==> config.mk <==
export PLATFORM = sky130hd
export DESIGN_NAME = risk_penalized_route_cost_top
export DESIGN_NICKNAME = d
export VERILOG_FILES = /design/src/hw/rtl/rpc_pkg.sv /design/src/hw/rtl/risk_penalized_route_cost_top.sv /design/src/hw/rtl/rpc_mul.sv /design/src/hw/rtl/rpc_sqrt.sv
export SDC_FILE = /design/constraint.sdc
export NUM_CORES = 2
export LEC_CHECK = 0
export ABC_AREA = 0
export BUFFER_PORTS_ARGS = -buffer_cell sky130_fd_sc_hd__buf_2
export CORE_ASPECT_RATIO = 1.1
export CORE_UTILIZATION = 48
export CTS_CLUSTER_DIAMETER = 200
export DETAILED_ROUTE_END_ITERATION = 6
export GPL_TIMING_DRIVEN = 0
export SYNTH_ARGS = -nofsm -noshare
export SYNTH_HDL_FRONTEND = slang
export SYNTH_SLANG_ARGS = --single-unit
==> constraint.sdc <==
create_clock -name clock -period 24 [get_ports clock]
set_input_delay 1.2 -clock clock [delete_from_list [all_inputs] [get_ports clock]]
set_output_delay 1.2 -clock clock [all_outputs]
set_load 0.01 [all_outputs]
==> src/hw/rtl/rpc_pkg.sv <==
`timescale 1ns / 1ps
// -----------------------------------------------------------------------------
// rpc_pkg
// Shared widths and defaults for the route cost evaluator.
// -----------------------------------------------------------------------------
package rpc_pkg;

   localparam int FRAC_BITS_DEF = 8;
   localparam int COORD_W       = 16;
   localparam int DEMAND_W      = 16;
   localparam int MONEY_W       = 32;
   localparam int RISK_W        = 56;
   localparam int COST_W        = 48;
   localparam int PEN_W         = 25;
   localparam int CSR_IDX_W     = 1;
   localparam int CSR_DATA_W    = 56;
   localparam int SUMSQ_W       = 33;

   localparam logic [CSR_IDX_W-1:0] CSR_RISK_THRESHOLD   = 1'd0;
   localparam logic [CSR_IDX_W-1:0] CSR_PENALTY_DISTANCE = 1'd1;

endpackage

==> src/hw/rtl/risk_penalized_route_cost_top.sv <==
`timescale 1ns / 1ps
// -----------------------------------------------------------------------------
// risk_penalized_route_cost_top
// Tour cost evaluator with per-route risk penalties.
// -----------------------------------------------------------------------------
// Usage:
//   Stops of a tour enter on the req_ channel in visiting order. Each request
//   carries coordinates relative to the depot, demand and route flags. The
//   block adds Euclidean leg lengths to the cost, tracks carried money and
//   risk per route, and charges money times penalty_distance whenever risk
//   exceeds risk_threshold. A request with last_stop set produces one rsp_
//   item with the total cost and a penalty flag; other requests produce none.
//   Sequence: each leg root takes two multiplies for the squared distance,
//   a start state and the 17+FRAC_BITS step bit-serial root; risk and
//   penalty updates (multiply, add, multiply, add) follow each leg. A request
//   runs one root for a route start or a stop after a held stop, two roots
//   when a held stop's leg and a depot leg both fall on the request. The
//   single multiplier and the bit-serial root unit set how long a request
//   takes; req_stall stays high until the request is finished.
//   A result waits in an output register; while rsp_stall holds it, the block
//   keeps accepting requests and only blocks at the next last stop.
//   Reset (synchronous) clears control, CSR and tour state; a fresh tour starts.
//   csr_ writes apply at once; make them only while idle.
// -----------------------------------------------------------------------------
module risk_penalized_route_cost_top #(
   parameter int FRAC_BITS = rpc_pkg::FRAC_BITS_DEF
) (
   input  logic                                clock,
   input  logic                                reset,
   input  logic                                req_valid,
   output logic                                req_stall,
   input  logic signed [rpc_pkg::COORD_W-1:0]  req_stop_x,
   input  logic signed [rpc_pkg::COORD_W-1:0]  req_stop_y,
   input  logic [rpc_pkg::DEMAND_W-1:0]        req_stop_demand,
   input  logic                                req_returns_to_depot,
   input  logic                                req_last_stop,
   output logic                                rsp_valid,
   input  logic                                rsp_stall,
   output logic [rpc_pkg::COST_W-1:0]          rsp_total_cost,
   output logic                                rsp_any_penalty,
   input  logic                                csr_we,
   input  logic [rpc_pkg::CSR_IDX_W-1:0]       csr_index,
   input  logic [rpc_pkg::CSR_DATA_W-1:0]      csr_wdata
);

   localparam int DIST_W = 17 + FRAC_BITS;
   localparam int MB_W   = (DIST_W > rpc_pkg::PEN_W) ? DIST_W : rpc_pkg::PEN_W;
   localparam int PW     = rpc_pkg::MONEY_W + MB_W;
   localparam int CW     = rpc_pkg::COORD_W;
   localparam int MW     = rpc_pkg::MONEY_W;
   localparam int RKW    = rpc_pkg::RISK_W;
   localparam int CSTW   = rpc_pkg::COST_W;

   localparam logic [3:0] S_IDLE       = 4'd0;
   localparam logic [3:0] S_SQX        = 4'd1;
   localparam logic [3:0] S_SQY        = 4'd2;
   localparam logic [3:0] S_ROOT_GO    = 4'd3;
   localparam logic [3:0] S_ROOT_WAIT  = 4'd4;
   localparam logic [3:0] S_HOME_APPLY = 4'd5;
   localparam logic [3:0] S_RISK_MUL   = 4'd6;
   localparam logic [3:0] S_RISK_ADD   = 4'd7;
   localparam logic [3:0] S_PEN_MUL    = 4'd8;
   localparam logic [3:0] S_PEN_ADD    = 4'd9;
   localparam logic [3:0] S_ROUTE      = 4'd10;
   localparam logic [3:0] S_FINISH     = 4'd11;

   localparam logic PH_LEG  = 1'b0;   // leg from held stop to this stop
   localparam logic PH_HOME = 1'b1;   // depot legs of this stop

   // configuration
   logic [RKW-1:0]             thr_ff;
   logic [rpc_pkg::PEN_W-1:0]  pen_ff;

   // sequencer and latched request
   logic [3:0]         state_ff, state_in;
   logic               phase_ff, phase_in;
   logic signed [CW-1:0] x_ff, x_in, y_ff, y_in;
   logic [rpc_pkg::DEMAND_W-1:0] dem_ff, dem_in;
   logic               ret_ff, ret_in, last_ff, last_in;

   // tour state
   logic signed [CW-1:0] hx_ff, hx_in, hy_ff, hy_in;
   logic [rpc_pkg::DEMAND_W-1:0] hdem_ff, hdem_in;
   logic               pend_ff, pend_in;
   logic               rsn_ff, rsn_in;
   logic [MW-1:0]      money_ff, money_in;
   logic [RKW-1:0]     risk_ff, risk_in;
   logic [CSTW-1:0]    cost_ff, cost_in;
   logic               seen_ff, seen_in;

   // datapath
   logic [31:0]        sqx_ff, sqx_in;
   logic [DIST_W-1:0]  dist_ff, dist_in;

   // result register
   logic               rv_ff, rv_in;
   logic [CSTW-1:0]    rcost_ff, rcost_in;
   logic               rpen_ff, rpen_in;

   logic               req_accept;
   logic               out_free;
   logic signed [CW:0] dx, dy;
   logic [CW-1:0]      ax, ay;
   logic [MW-1:0]      mul_a;
   logic [MB_W-1:0]    mul_b;
   logic [PW-1:0]      mul_p;
   logic               root_go;
   logic               root_done;
   logic [DIST_W-1:0]  root;
   logic [rpc_pkg::SUMSQ_W-1:0] sumsq;

   logic [RKW-1:0]     risk_term;
   logic [RKW:0]       risk_sum;
   logic [CSTW-1:0]    pen_term;
   logic [CSTW:0]      cost_pen_sum;
   logic [CSTW:0]      cost_dist_sum;
   logic [MW:0]        money_sum;

   assign req_accept = req_valid && !req_stall;
   assign req_stall  = (state_ff != S_IDLE);
   assign out_free   = !rv_ff || !rsp_stall;

   // leg deltas: held stop to this stop, or depot to this stop
   always_comb begin
      if (phase_ff == PH_LEG) begin
         dx = (CW+1)'(hx_ff) - (CW+1)'(x_ff);
         dy = (CW+1)'(hy_ff) - (CW+1)'(y_ff);
      end else begin
         dx = (CW+1)'(x_ff);
         dy = (CW+1)'(y_ff);
      end
   end

   assign ax = dx[CW] ? CW'(-dx) : dx[CW-1:0];
   assign ay = dy[CW] ? CW'(-dy) : dy[CW-1:0];

   // shared multiplier operand select
   always_comb begin
      case (state_ff)
         S_SQX: begin
            mul_a = MW'(ax);
            mul_b = MB_W'(ax);
         end
         S_SQY: begin
            mul_a = MW'(ay);
            mul_b = MB_W'(ay);
         end
         S_PEN_MUL: begin
            mul_a = money_ff;
            mul_b = MB_W'(pen_ff);
         end
         default: begin
            mul_a = money_ff;
            mul_b = MB_W'(dist_ff);
         end
      endcase
   end

   rpc_mul #(
      .A_W (MW),
      .B_W (MB_W)
   ) u_mul (
      .clock (clock),
      .mul_a (mul_a),
      .mul_b (mul_b),
      .mul_p (mul_p)
   );

   assign sumsq   = rpc_pkg::SUMSQ_W'(sqx_ff) + rpc_pkg::SUMSQ_W'(mul_p[31:0]);
   assign root_go = (state_ff == S_ROOT_GO);

   rpc_sqrt #(
      .FRAC_BITS (FRAC_BITS)
   ) u_sqrt (
      .clock    (clock),
      .reset    (reset),
      .start    (root_go),
      .radicand (sumsq),
      .done     (root_done),
      .root     (root)
   );

   // saturating arithmetic
   assign risk_term     = (|mul_p[PW-1:RKW]) ? {RKW{1'b1}} : mul_p[RKW-1:0];
   assign risk_sum      = {1'b0, risk_ff} + {1'b0, risk_term};
   assign pen_term      = (|mul_p[PW-1:CSTW]) ? {CSTW{1'b1}} : mul_p[CSTW-1:0];
   assign cost_pen_sum  = {1'b0, cost_ff} + {1'b0, pen_term};
   assign cost_dist_sum = {1'b0, cost_ff} + (CSTW+1)'(dist_ff);
   assign money_sum     = {1'b0, money_ff} + (MW+1)'(hdem_ff);

   always_comb begin
      state_in = state_ff;
      phase_in = phase_ff;
      x_in     = x_ff;
      y_in     = y_ff;
      dem_in   = dem_ff;
      ret_in   = ret_ff;
      last_in  = last_ff;
      hx_in    = hx_ff;
      hy_in    = hy_ff;
      hdem_in  = hdem_ff;
      pend_in  = pend_ff;
      rsn_in   = rsn_ff;
      money_in = money_ff;
      risk_in  = risk_ff;
      cost_in  = cost_ff;
      seen_in  = seen_ff;
      sqx_in   = sqx_ff;
      dist_in  = dist_ff;
      rv_in    = rv_ff && rsp_stall;
      rcost_in = rcost_ff;
      rpen_in  = rpen_ff;

      case (state_ff)
         S_IDLE: begin
            if (req_accept) begin
               x_in    = req_stop_x;
               y_in    = req_stop_y;
               dem_in  = req_stop_demand;
               ret_in  = req_returns_to_depot || req_last_stop;
               last_in = req_last_stop;
               if (pend_ff) begin
                  phase_in = PH_LEG;
                  state_in = S_SQX;
               end else begin
                  state_in = S_ROUTE;
               end
            end
         end
         S_SQX: state_in = S_SQY;
         S_SQY: begin
            sqx_in   = mul_p[31:0];
            state_in = S_ROOT_GO;
         end
         S_ROOT_GO: state_in = S_ROOT_WAIT;
         S_ROOT_WAIT: begin
            if (root_done) begin
               dist_in  = root;
               state_in = (phase_ff == PH_LEG) ? S_RISK_MUL : S_HOME_APPLY;
            end
         end
         S_HOME_APPLY: begin
            if (rsn_ff) begin
               risk_in  = '0;
               money_in = MW'(dem_ff);
               rsn_in   = 1'b0;
               cost_in  = cost_dist_sum[CSTW] ? {CSTW{1'b1}} : cost_dist_sum[CSTW-1:0];
            end
            state_in = ret_ff ? S_RISK_MUL : S_FINISH;
         end
         S_RISK_MUL: state_in = S_RISK_ADD;
         S_RISK_ADD: begin
            cost_in = cost_dist_sum[CSTW] ? {CSTW{1'b1}} : cost_dist_sum[CSTW-1:0];
            risk_in = risk_sum[RKW] ? {RKW{1'b1}} : risk_sum[RKW-1:0];
            if (phase_ff == PH_LEG) begin
               money_in = money_sum[MW] ? {MW{1'b1}} : money_sum[MW-1:0];
            end
            state_in = S_PEN_MUL;
         end
         S_PEN_MUL: state_in = S_PEN_ADD;
         S_PEN_ADD: begin
            if (risk_ff > thr_ff) begin
               cost_in = cost_pen_sum[CSTW] ? {CSTW{1'b1}} : cost_pen_sum[CSTW-1:0];
               seen_in = 1'b1;
            end
            if (phase_ff == PH_LEG) begin
               pend_in  = 1'b0;
               state_in = S_ROUTE;
            end else begin
               rsn_in   = 1'b1;
               state_in = S_FINISH;
            end
         end
         S_ROUTE: begin
            if (rsn_ff || ret_ff) begin
               phase_in = PH_HOME;
               state_in = S_SQX;
            end else begin
               state_in = S_FINISH;
            end
         end
         S_FINISH: begin
            if (!ret_ff) begin
               hx_in    = x_ff;
               hy_in    = y_ff;
               hdem_in  = dem_ff;
               pend_in  = 1'b1;
               state_in = S_IDLE;
            end else if (!last_ff) begin
               state_in = S_IDLE;
            end else if (out_free) begin
               rv_in    = 1'b1;
               rcost_in = cost_ff;
               rpen_in  = seen_ff;
               cost_in  = '0;
               seen_in  = 1'b0;
               pend_in  = 1'b0;
               rsn_in   = 1'b1;
               state_in = S_IDLE;
            end
         end
         default: state_in = S_IDLE;
      endcase
   end

   always_ff @(posedge clock) begin
      if (reset) begin
         state_ff <= S_IDLE;
         thr_ff   <= '0;
         pen_ff   <= '0;
         hx_ff    <= '0;
         hy_ff    <= '0;
         hdem_ff  <= '0;
         pend_ff  <= 1'b0;
         rsn_ff   <= 1'b1;
         money_ff <= '0;
         risk_ff  <= '0;
         cost_ff  <= '0;
         seen_ff  <= 1'b0;
         rv_ff    <= 1'b0;
      end else begin
         state_ff <= state_in;
         if (csr_we && csr_index == rpc_pkg::CSR_RISK_THRESHOLD) begin
            thr_ff <= csr_wdata[RKW-1:0];
         end
         if (csr_we && csr_index == rpc_pkg::CSR_PENALTY_DISTANCE) begin
            pen_ff <= csr_wdata[rpc_pkg::PEN_W-1:0];
         end
         hx_ff    <= hx_in;
         hy_ff    <= hy_in;
         hdem_ff  <= hdem_in;
         pend_ff  <= pend_in;
         rsn_ff   <= rsn_in;
         money_ff <= money_in;
         risk_ff  <= risk_in;
         cost_ff  <= cost_in;
         seen_ff  <= seen_in;
         rv_ff    <= rv_in;
      end
      phase_ff <= phase_in;
      x_ff     <= x_in;
      y_ff     <= y_in;
      dem_ff   <= dem_in;
      ret_ff   <= ret_in;
      last_ff  <= last_in;
      sqx_ff   <= sqx_in;
      dist_ff  <= dist_in;
      rcost_ff <= rcost_in;
      rpen_ff  <= rpen_in;
   end

   assign rsp_valid       = rv_ff;
   assign rsp_total_cost  = rcost_ff;
   assign rsp_any_penalty = rpen_ff;

   // no new request while a stop is in progress
   a_busy_stalls: assert property (@(posedge clock) disable iff (reset)
      (state_ff != S_IDLE) |-> req_stall)
      else $error("request path open while busy");

   // an accepted request always starts the sequencer
   a_accept_starts: assert property (@(posedge clock) disable iff (reset)
      req_accept |=> (state_ff != S_IDLE))
      else $error("accepted request did not start work");

   // root results only arrive while the sequencer waits for them
   a_root_expected: assert property (@(posedge clock) disable iff (reset)
      root_done |-> (state_ff == S_ROOT_WAIT))
      else $error("unexpected root completion");

endmodule

==> src/hw/rtl/rpc_mul.sv <==
`timescale 1ns / 1ps
// -----------------------------------------------------------------------------
// rpc_mul
// Shared unsigned multiplier with registered product.
// -----------------------------------------------------------------------------
module rpc_mul #(
   parameter int A_W = 32,
   parameter int B_W = 25
) (
   input  logic                 clock,
   input  logic [A_W-1:0]       mul_a,
   input  logic [B_W-1:0]       mul_b,
   output logic [A_W+B_W-1:0]   mul_p
);

   logic [A_W+B_W-1:0] prod_ff;
   logic [A_W+B_W-1:0] prod_in;

   assign prod_in = {{B_W{1'b0}}, mul_a} * {{A_W{1'b0}}, mul_b};

   always_ff @(posedge clock) begin
      prod_ff <= prod_in;
   end

   assign mul_p = prod_ff;

endmodule

==> src/hw/rtl/rpc_sqrt.sv <==
`timescale 1ns / 1ps
// -----------------------------------------------------------------------------
// rpc_sqrt
// Digit-by-digit square root, one result bit per cycle.
// -----------------------------------------------------------------------------
module rpc_sqrt #(
   parameter int FRAC_BITS = rpc_pkg::FRAC_BITS_DEF
) (
   input  logic                              clock,
   input  logic                              reset,
   input  logic                              start,
   input  logic [rpc_pkg::SUMSQ_W-1:0]       radicand,
   output logic                              done,
   output logic [17+FRAC_BITS-1:0]           root
);

   localparam int P   = 17 + FRAC_BITS;   // result bits / radicand pairs
   localparam int RW  = P + 3;
   localparam int CW  = $clog2(P);

   logic [2*P-1:0] rad_ff,  rad_in;
   logic [RW-1:0]  rem_ff,  rem_in;
   logic [P-1:0]   root_ff, root_in;
   logic [CW-1:0]  cnt_ff,  cnt_in;
   logic           busy_ff, busy_in;
   logic           done_ff, done_in;

   logic [RW-1:0]  rem_sh;
   logic [RW-1:0]  trial;

   assign rem_sh = {rem_ff[RW-3:0], rad_ff[2*P-1 -: 2]};
   assign trial  = {{(RW-P-2){1'b0}}, root_ff, 2'b01};

   always_comb begin
      rad_in  = rad_ff;
      rem_in  = rem_ff;
      root_in = root_ff;
      cnt_in  = cnt_ff;
      busy_in = busy_ff;
      done_in = 1'b0;
      if (start) begin
         rad_in  = {1'b0, radicand, {(2*FRAC_BITS){1'b0}}};
         rem_in  = '0;
         root_in = '0;
         cnt_in  = CW'(P - 1);
         busy_in = 1'b1;
      end else if (busy_ff) begin
         rad_in = {rad_ff[2*P-3:0], 2'b00};
         if (rem_sh >= trial) begin
            rem_in  = rem_sh - trial;
            root_in = {root_ff[P-2:0], 1'b1};
         end else begin
            rem_in  = rem_sh;
            root_in = {root_ff[P-2:0], 1'b0};
         end
         if (cnt_ff == '0) begin
            busy_in = 1'b0;
            done_in = 1'b1;
         end else begin
            cnt_in = cnt_ff - 1'b1;
         end
      end
   end

   always_ff @(posedge clock) begin
      if (reset) begin
         busy_ff <= 1'b0;
         done_ff <= 1'b0;
      end else begin
         busy_ff <= busy_in;
         done_ff <= done_in;
      end
      rad_ff  <= rad_in;
      rem_ff  <= rem_in;
      root_ff <= root_in;
      cnt_ff  <= cnt_in;
   end

   assign done = done_ff;
   assign root = root_ff;

endmodule

# After elaboration in Yosys (flattened, before gate mapping)
# Index checks and enable logic that the tools add are counted.
# totals
output_inout_bits	51
wordCells	172
latchBits	0
ramBits	0
input_bits	112
memories	0
ff_bits	579
romBits	0
# classes
add_sub_neg	11
reduce_logical	34
n_div	0
n_bitwise	4
n_eq_ne	26
mul	1
order_cmp	2
mux	63
shift	0
# ops
op	count
$mux W48	8
$pmux W48 S4	1
$mux W56	3
$pmux W32 S2	2
$pmux W56 S2	1
$mux W49	2
$mux W32	3
$pmux W25 S3	1
$add A56 B56 Y57	1
$mul A32 B25 Y57	1
$gt A56 B56 Y1	1
$add A48 B25 Y49	1
$add A48 B48 Y49	1
$pmux W4 S12	1
$mux W17	2
$sub A16 B16 Y17	2
$add A32 B16 Y33	1
$add A32 B32 Y33	1
$mux W16	2
$mux W4	8
$neg A16 Y16	2
$ge A28 B27 Y1	1
$mux W26	1
$sub A26 B26 Y26	1
other kinds (29)	93

# Longest topological paths before layout
# depth
depth_word	6
ltp_mapped	43
mapped_depth_nobuf	40

# Cells and area by module
# From an unflattened synthesis, not the netlist that was laid out.
# unflattened
hier_cells	7372
hier_area_um2	63424.6
# by_module_without_submodules
mod	seq_area_each_um2	cells_each	area_per_inst_um2	instances
risk_penalized_route_cost_top	10179.8	3819	31073.6	1
rpc_mul	1141.1	3007	27061.0	1
rpc_sqrt	2172.1	546	5290.1	1

# Least setup slack after synthesis
# No wires, ideal clock.
# synth_path
path_type	register to register
startpoint	register phase_ff
endpoint	register u_mul.prod_ff[55] (netlist: u_mul.mul_p[55])
arrival_time_ns	9.564
setup_ns	0.123
n_path_buf	4
setup_slack_ns	14.313
path_stages_with_launch	42
path_cell_list	edfxtp_1 clkinv_1 clkbuf_1 clkbuf_1 buf_1 nand2_1 o21ai_0 ha_1 nand2_1 a21oi_1 nand2_1 o31a_1 xor2_1 o22ai_1 a211oi_2 buf_4 nor2_1 fa_1 (+6 left out) inv_1 fa_1 fa_1 inv_1 fa_1 inv_1 ha_1 a2111oi_0 o21ai_0 o21ai_0 nand3_1 a211oi_1 o21ai_0 a211o_1 a31oi_1 o211ai_1 a211oi_1 a21oi_1
# synth_via
elab_chain_len	5
word_cells_on_any_way	9
# synth_rtl
item	line	text
from (decl)	risk_penalized_route_cost_top.sv:76	logic phase_ff, phase_in;
from (signal assigned)	risk_penalized_route_cost_top.sv:340	phase_ff <= phase_in;
$mux W17	risk_penalized_route_cost_top.sv:125	if (phase_ff == PH_LEG) begin
$neg A16 Y16, on equally long branches	risk_penalized_route_cost_top.sv:135, risk_penalized_route_cost_top.sv:134	
$mux W16, on equally long branches	risk_penalized_route_cost_top.sv:135, risk_penalized_route_cost_top.sv:134	
$pmux W25 S3 or $pmux W32 S2 (tied branches)	risk_penalized_route_cost_top.sv:139	case (state_ff)
$mul A32 B25 Y57 *	rpc_mul.sv:19	assign prod_in = {{B_W{1'b0}}, mul_a} * {{A_W{1'b0}}, mul_b};
via u_mul.prod_in[55]	rpc_mul.sv:17	logic [A_W+B_W-1:0] prod_in;
to (signal assigned)	rpc_mul.sv:22	prod_ff <= prod_in;
to (decl)	rpc_mul.sv:16	logic [A_W+B_W-1:0] prod_ff;
# Mark *: on every way through the listed nets, which the timed path passes. The rest lies on a longest branch.
# A chain may end at the register's enable or synchronous reset.

# Final worst setup path
# layout_path
startpoint	register phase_ff
endpoint	register u_mul.prod_ff[53] (netlist: u_mul.mul_p[53])
# The elaborated chain is that of the path after synthesis.

==> flow_metrics.tcl <==
set metrics [dict create \
    regArea_um2 13500 \
    ys_warn_count 0 \
    cts_tree "done" \
    io-pin-count 163 \
    synth_area_um2 61600 \
    avgSynthCellArea_um2 8.43 \
    via_per_inst 5.89 \
    ys_types 100 \
    synth-edff-count 190 \
    arrival_ns 13.78 \
    p_leak_uw 0.0310 \
    multi_input_area_um2 43000 \
    insertion_delay_ns 0.69 \
    slew_viol_final 32 \
    hp-class "flip-flop to flip-flop" \
    routedWlPerCell_um 26.6 \
    cts.repair.resized 0 \
    worstSetupEndpointType "flip-flop" \
    hold_viol 0 \
    synth_seq_cells 579 \
    grt_first_pass_wirelength_um 359000 \
    finClkSkew_ns 0.0524 \
    globalplace.congestion 1.07 \
    die_y_um 378 \
    drtIter0Drc 5031 \
    grt_setup_unrepaired "no" \
    yosysTopAreaCellShare_pct 22.6 \
    cts_inserted_buffers 73 \
    syn_inst 7307 \
    clockBufferDepth 3 \
    ant_nets 0 \
    cts.sinks 579 \
    syn_to_final_growth_pct 9.35 \
    setup_viol 0 \
    critPathLaunch "phase_ff$_DFFE_PP_" \
    wl_um 247000 \
    cap_violations 3 \
    min_to "u_sqrt.cnt_ff[4]$_SDFFE_PP1P_" \
    drive_above_1_share_pct 6.53 \
    path_clk_slew_ns 0.06 \
    power.internal_uw 4710 \
    crit_path_max_incr_delay_ns 0.91 \
    crit_slowest_cell "nand3_1" \
    vdd_drop_max_mv 0.232 \
    async_flop_share_pct 0 \
    grt_max_degree 41 \
    switching_share_pct 54.7 \
    row_count 137 \
    first_global_vias 53974 \
    holdBufCountCts 0 \
    seq_power_share_pct 13.4 \
    h-tree-depth 3 \
    die_width_um 344 \
    initial_core_util_pct 48.5 \
    cp_max_fo 10 \
    reg2reg_from "phase_ff$_DFFE_PP_" \
    hold_depth 2 \
    maxClockFrequency_mhz 75.6 \
    core_area_um2 127000 \
    clock-root-buffer "clkbuf_16" \
    outcome "finished with violations" \
    failed_checks "capacitance limit, slew limit" \
    tns_ns 0 \
    vias 54737 \
    worstMarginPinSlew_ns 1.53 \
    ys_seq_area_share_pct 21.9 \
    pwr-share-clk_pct 11.8 \
    reg2reg_slack_ns 10.77 \
    postCtsSetupBuffers 0 \
    fin_crit_sh_pct 55.1 \
    drcViolationCount 0 \
    synth-main-ff-cell "dfxtp_1" \
    synth_area_leaders "fa_1, dfxtp_1, ha_1, edfxtp_1, nand2_1" \
    portBuffers 162 \
    syn-num-nets 8600 \
    period_minus_slack_ns 13.23 \
    p_sw_uw 5690 \
    yosysTopAreaCell "fa_1" \
    path_class "flip-flop to flip-flop" \
    r2r-end "u_mul.mul_p[53]$_DFF_P_" \
    grt_util_all_layers_pct 38.2 \
    dp_hpwl_um 201000 \
    p_per_area_nw_per_um2 154 \
    nets 8845 \
    overflow 0 \
    firstDrtPassIters 6 \
    required_ns 24.55 \
    r2r_cells 40 \
    total_power_uw 10400 \
    critPathLaunchType "flip-flop" \
    die_area_um2 130000 \
    min-delay-start "u_sqrt.cnt_ff[4]$_SDFFE_PP1P_" \
    n_fill_cell 12251 \
    antenna_found_initial 12 \
    slew_headroom_pct -1.92 \
    pwr-share-comb_pct 74.8 \
]
## power by group through the flow
stage	registers, µW	logic [µW]	clock network, µW
finish	1390	7780	1220
global route	1400	8450	1270
CTS	1390	7540	1240
detailed placement	1410	7470	0
global placement	1410	7380	0
floorplan	1300	4870	0
## metal layers
metal	GRT usage, %	wire, µm
met3	9.04	23000
met2	59.1	108000
met5	0	104
met1	48.7	99500
met4	21.8	16600
## placed cells by master (no fill, tap or decap), drive strengths merged, types with 71 or more instances in the layout
master,n
o21ai,345
nor2,650
edfxtp,190
a31oi,74
buf,234
xnor2,162
a21o,154
or2,115
xor2,79
inv,997
dfxtp,389
clkbuf,362
nand2,1024
ha,487
a21oi,540
nand3,98
fa,694
and2,71
## through the flow
stage / util (%) / area, µm² / cells / setup slack, ns / hold slack [ns]
finish: 53.0 / 67300 / 9288 / 10.77 / 0.445
global route: 53.0 / 67300 / 9281 / 10.25 / 0.468
CTS: 53.0 / 67300 / 9279 / 10.89 / 0.447
global placement: 50.8 / 64500 / 9137 / 10.36 / 0.426
floorplan: - / 61600 / 7307 / 14.31 / 0.409
detailed placement: 50.9 / 64600 / 9143 / 10.95 / 0.436
## synthesized netlist by cell type, drive strengths merged, types with 154 or more instances
cell,n
nand2,1024
inv,994
fa,694
nor2,650
a21oi,540
ha,487
dfxtp,389
o21ai,345
clkbuf,270
edfxtp,190
xnor2,162
a21o,154
## how the worst max path moves through the flow
stage,to
2_1_floorplan,u_mul.mul_p[55]$_DFF_P_
3_3_place_gp,u_mul.mul_p[53]$_DFF_P_
3_5_place_dp,u_mul.mul_p[53]$_DFF_P_
4_1_cts,u_mul.mul_p[53]$_DFF_P_
5_1_grt,u_mul.mul_p[53]$_DFF_P_
6_report,u_mul.mul_p[53]$_DFF_P_
## logic make-up (layout without fill, tap and decap cells)
group | count (synthesis) | count (layout) | share of synthesized area, %
AO/OA/AOI/OAI | 1579 | 1579 | 16.1
XOR/XNOR | 241 | 241 | 3.43
flip-flops | 579 | 579 | 21.9
multiplexers | 65 | 65 | 1.07
AND/OR/NAND/NOR | 2332 | 2332 | 16.7
adder cells (fa/ha/maj) | 1181 | 1181 | 32.5
buffers and inverters | 1330 | 1636 | 8.25
other | 0 | 7 | 0
## area by class of cell
type / count / share of cell area [%]
Clock inverter: 44 / 0.966
Clock buffer: 92 / 2.97
Tap cell: 1668 / 3.10
Sequential cell: 579 / 20.0
Multi-Input combinational cell: 5398 / 63.9
Antenna cell: 7 / 0.0260
Inverter: 996 / 5.55
Buffer: 334 / 2.00
Timing Repair Buffer: 170 / 1.41
## sequential cells by signal (all words and copies together) (netlist names), 25 cells and up
register and count:
cost_ff 48, dist_ff 25, money_ff 32, pen_ff 25, risk_ff 56, rsp_total_cost 48, sqx_ff 32, thr_ff 56
u_mul.mul_p 57, u_sqrt.rad_ff 34, u_sqrt.rem_ff 26, u_sqrt.root 25
## worst max-delay path: cells and delay by family, from the launching register on
| family | cells | cell delay (ns) |
|---|---|---|
| buffers and inverters | 10 | 3.01 |
| and+or+nand+nor | 6 | 1.58 |
| DFF | 1 | 0.56 |
| AOI/OAI and AO/OA | 13 | 3.59 |
| xor gates and xnor gates | 2 | 0.24 |
| adders and majority gates | 9 | 4.08 |
Power figures use the tool's default switching activity.
